### src/sv/tiru_ram.sv
// Generic single-port RAM with registered read data.
module tiru_ram #(
    parameter int WIDTH = 64,
    parameter int DEPTH = 64
) (
    input  logic                     clk,
    input  logic                     we,
    input  logic [$clog2(DEPTH)-1:0] addr,
    input  logic [WIDTH-1:0]         wdata,
    output logic [WIDTH-1:0]         rdata
);

    logic [WIDTH-1:0] mem [DEPTH];

    always_ff @(posedge clk) begin
        if (we) begin
            mem[addr] <= wdata;
        end
        rdata <= mem[addr];
    end

endmodule

### config.mk
export PLATFORM = sky130hd
export DESIGN_NAME = tiru_ram
export DESIGN_NICKNAME = d
export VERILOG_FILES = /design/src/sv/tiru_ram.sv
export SDC_FILE = /design/constraint.sdc
export NUM_CORES = 2
export LEC_CHECK = 0
export CELL_PAD_IN_SITES_DETAIL_PLACEMENT = 1
export CELL_PAD_IN_SITES_GLOBAL_PLACEMENT = 1
export CORE_MARGIN = 4
export CORE_UTILIZATION = 35
export DETAILED_ROUTE_END_ITERATION = 16
export DONT_BUFFER_PORTS = 1
export PLACE_DENSITY_LB_ADDON = 0.1
export SYNTH_ARGS = -nofsm -noshare
export SYNTH_HDL_FRONTEND = slang
export SYNTH_SLANG_ARGS = --single-unit
### constraint.sdc
create_clock -name clk -period 6.3 [get_ports clk]
set_input_delay 0.945 -clock clk [delete_from_list [all_inputs] [get_ports clk]]
set_output_delay 0.945 -clock clk [all_outputs]
set_load 0.005 [all_outputs]
# Word-level counts from Yosys, hierarchy flattened
# Memories as Yosys holds them, arrays and structs flattened. A register that Yosys moved wholly into a read port is not among the register bits.
# Cells that the tools add are included.
[word_totals] regBits=0 mem_bits_rw=4096 input_bits=72 output_inout_bits=64 word_cells=3 mem_count=1
[classes] muxes=2
[mem_list] memory="mem" words=64 width=64 read_ports=1 rd_clocked_by_memory_dff=1 wr=1 line_no="13" rtl="logic [WIDTH-1:0] mem [DEPTH];"
[op_table] operator="1-bit two-way mux" n=2

# Longest topological paths before layout
[depth] depth_word=2 mapped_depth=11 ltp_nobuf=6

# Least setup slack after synthesis
# OpenSTA, ideal clock, no wires.
[synth_timing] kind="input -> register" startpoint="in addr[2]" endpoint="mem mem[15][0], enable pin" setup_ps=487 arrival_time_ps=4961 required_ps=5813 path_slack_ps=852 stages=9 path_buffers=7 path_cell_list="buf_4 buf_6 buf_4 buf_4 buf_4 buf_4 buf_2 nand3_1 nor2_1"
[synth_lines] item="from (decl)" line_no="8" rtl="input logic [$clog2(DEPTH)-1:0] addr,"
[synth_lines] item="to (decl)" line_no="13"
# No word-level cell before the write port.

# Final worst setup path
[layout_timing] startpoint="in addr[1]" endpoint="mem mem[5][36], enable pin"
# No word-level cell before the write port.

==> impl_results.md <==
* Crit Path Category: in -> reg
* Family with the most delay on the worst path: simple AND/OR/NAND/NOR gates
* Worst reg2reg setup slack at 3.94 ns
* Synth area leaders: edfxtp_1 79%, a221oi_1 3.6%, a22oi_1 3.3%
* CP endpoint kind: flop
* Combinational power share at 4.1%
* Post-CTS Hold Buffers at 36
* Post-Synthesis Cells at 8619
* Postcts setup bufs at 0
* RSZ-0062 raised after global routing: no
* Hold crit path type: in -> reg
* Area share of the largest cell type after synthesis at 79.1%
* Final wirelength at 576000 um
* Clock Power Share at 43.8%
* Worst-margin pin slew at 2.01 ns
* Min-delay src: wdata[10]
* Pin count of the biggest net entering global routing at 615
* Synth Cell Area at 155000 um2
* Worst path cell trace: buf_16 > buf_16 > nor2b_4 > nand3_1 > nor2_4 > buf_4
* PwrDens at 332 nW/um2
* Critical Path Most Common Cell: buf_16
* Vias in the first global route at 92200
* Most instantiated cells after synthesis: 4096 x edfxtp_1, 684 x a22oi_1, 636 x a221oi_1, 506 x o22ai_1, 337 x mux2i_1
* Reg power frac at 52.1%
* RR Endpoint: rdata[57]
* Area growth syn-to-layout at 14.9%
* Vias post-DR at 89600
* Outcome: complete, but fails checks
* Violated checks: slew limit
* Detail Route Antenna Nets at 0
* R2r startpoint: mem[26][57]
* Max Freq at 0.198 GHz
* Syn Nets at 8691
* Die Span Y at 674 um
* DR WL met2 at 275000 um
* Flops & latches, synth at 4160
* Share of cells above drive strength 1 at 14.0%
* Syn_area_per_cell at 18.0 um2
* Drt via density at 5.96
* Row Count at 244
* Util after Layout at 40.4%
* CP max FO at 146
* TritonCTS clock tree: built
* Grt ovf at 0
* Final Cycle Share at 80.1%
* Reg2reg path depth at 6
* Worst Path Arrival at 5.62 ns
* Core region area at 442000 um2
* WL/cell at 38.3 um
* DRC violations left at 0
* Net load switching power at 0.0128 W
* GRT Total Usage at 24.8%
* WHS Path Cells at 0
* Syn. warnings at 0
* TritonRoute pass-1 iters at 6
* Nets at 8813
* Final setup vio count at 0
* WL met3 at 35000 um
* Hold Violations, Final at 0
* Quantity of gates resized following cts at 0
* Clk root buf: clkbuf_16
* Hold endpoint: mem[54][10]
* Worst setup SP type: primary input
* Critical Path RT at 6.87 ns
* Chip width at 674 um
* Clk_lat worst skew at 0.99 ns
* Maximum VDD drop at 0.238 mV
* GPL Wtd Cong at 0.760
* Leakage at 54.9 nW
* Rel. slew slack at -33.8%
* Total Die Area at 455000 um2
* Num ports at 136
* Ys flop type: edfxtp_1
* Initial Util at 35.2%
* CP max-delay cell: nor2b_4
* Worst-path clk slew at 0.06 ns
* Period minus WS final at 5.05 ns
* Seq/Total Area, Yosys at 79.9%
* Internal power at 0.0464 W
* Number of I/O port buffers at 0
* CP peak stage delay at 1.03 ns
* Buf/Inv on CP at 3
* Library cells used by synthesis at 57
* Sw Ratio at 21.6%
* Final Skew at 0.0287 ns
* DR iter-0 viols at 10600
* Post-synth EDFFs at 4096
* FFs w/ async S/R, synth at 0%
* CTS Buffer Depth at 4
* Max-slew violations at 213
* Met1 Wirelength at 249000 um
* Number of H-tree levels at 5
* Synth area leader: edfxtp_1
* Setup TNS Final at 0 ns
* Initial antenna violation count at 30
* Max_cap viols at 0
* First-pass GRT wire length at 785000 um
* Num CTS Buffers at 452
* Final HPWL DP at 299000 um
* Sink Count at 4160
* Max Used Layer: met4
* Most frequent cell after synthesis: edfxtp_1
* Crit path launch: addr[1]
==> power groups by stage <==
stage          Sequential, W  Clock [W]  Combinational [W]
6_report              0.0309     0.0260            0.00244
5_1_grt               0.0309     0.0277            0.00256
4_1_cts               0.0309     0.0265            0.00227
3_5_place_dp          0.0314          0            0.00219
3_3_place_gp          0.0314          0            0.00218
2_1_floorplan         0.0313          0            0.00142
==> stage by stage <==
| step | cell area (um2) | worst slack [ns] | power, W | instances | hold WS (ns) |
|---|---|---|---|---|---|
| 2_1_floorplan | 155000 | 0.852 | 0.0327 | 8619 | 0.559 |
| 3_3_place_gp | 164000 | 1.42 | 0.0336 | 14100 | 0.604 |
| 3_5_place_dp | 164000 | 1.38 | 0.0336 | 14100 | 0.616 |
| 4_1_cts | 178000 | 2.46 | 0.0596 | 15000 | 0.0000410 |
| 5_1_grt | 179000 | 1.50 | 0.0611 | 15000 | 0.00545 |
| 6_report | 179000 | 1.25 | 0.0593 | 15000 | 0.0654 |
==> per-layer routing <==
metal | up-vias | track usage, %
met5 | - | 0
met1 | 49200 | 34.4
li1 | 36500 | -
met2 | 3173 | 40.8
met4 | 0 | 6.75
met3 | 731 | 3.51
==> sequential cells by signal (all words and copies together) (netlist names) <==
| signal | count |
|---|---|
| mem | 4096 |
| rdata | 64 |
==> worst max path at each step <==
stage | to | cells after the start
after detailed placement | mem[5][46] | 4
after floorplan | mem[15][0] | 9
after CTS | mem[5][58] | 4
final | mem[5][36] | 6
after global placement | mem[5][46] | 4
after global routing | mem[5][54] | 6
==> layout make-up <==
| cell class | instances | area, um2 |
|---|---|---|
| timing repair buffer | 323 | 3650 |
| antenna | 15 | 37.5 |
| tap | 5904 | 7390 |
| sequential | 4160 | 124000 |
| clock inverter | 214 | 1840 |
| clock buffer | 624 | 12500 |
| multi-input combinational | 3801 | 28900 |
| inverter | 3 | 31.3 |
| fill | 42400 | 263000 |
==> cells in the final DEF (no fill, tap or decap), types with 32 or more instances in the layout <==
| cell type | n |
|---|---|
| a211oi_1 | 33 |
| a21oi_1 | 210 |
| a221oi_1 | 636 |
| a22oi_1 | 684 |
| buf_12 | 79 |
| buf_4 | 204 |
| clkbuf_1 | 127 |
| clkbuf_16 | 461 |
| clkbuf_8 | 36 |
| clkinv_1 | 100 |
| clkinv_2 | 68 |
| dfxtp_1 | 64 |
| dlygate4sd3_1 | 32 |
| edfxtp_1 | 4096 |
| mux2_2 | 203 |
| mux2i_1 | 337 |
| mux4_2 | 63 |
| nand2_1 | 301 |
| nand4_1 | 36 |
| nor2_1 | 233 |
| nor2_4 | 69 |
| nor4_1 | 54 |
| o21ai_0 | 139 |
| o22ai_1 | 506 |
==> cell families after synthesis <==
group / share of synthesized area (%)
AOI/OAI and AO/OA: 11.3
buffers and inverters: 1.89
DFF: 79.9
muxes: 4.56
and+or+nand+nor: 2.28
(Power assumes the default switching activity.)
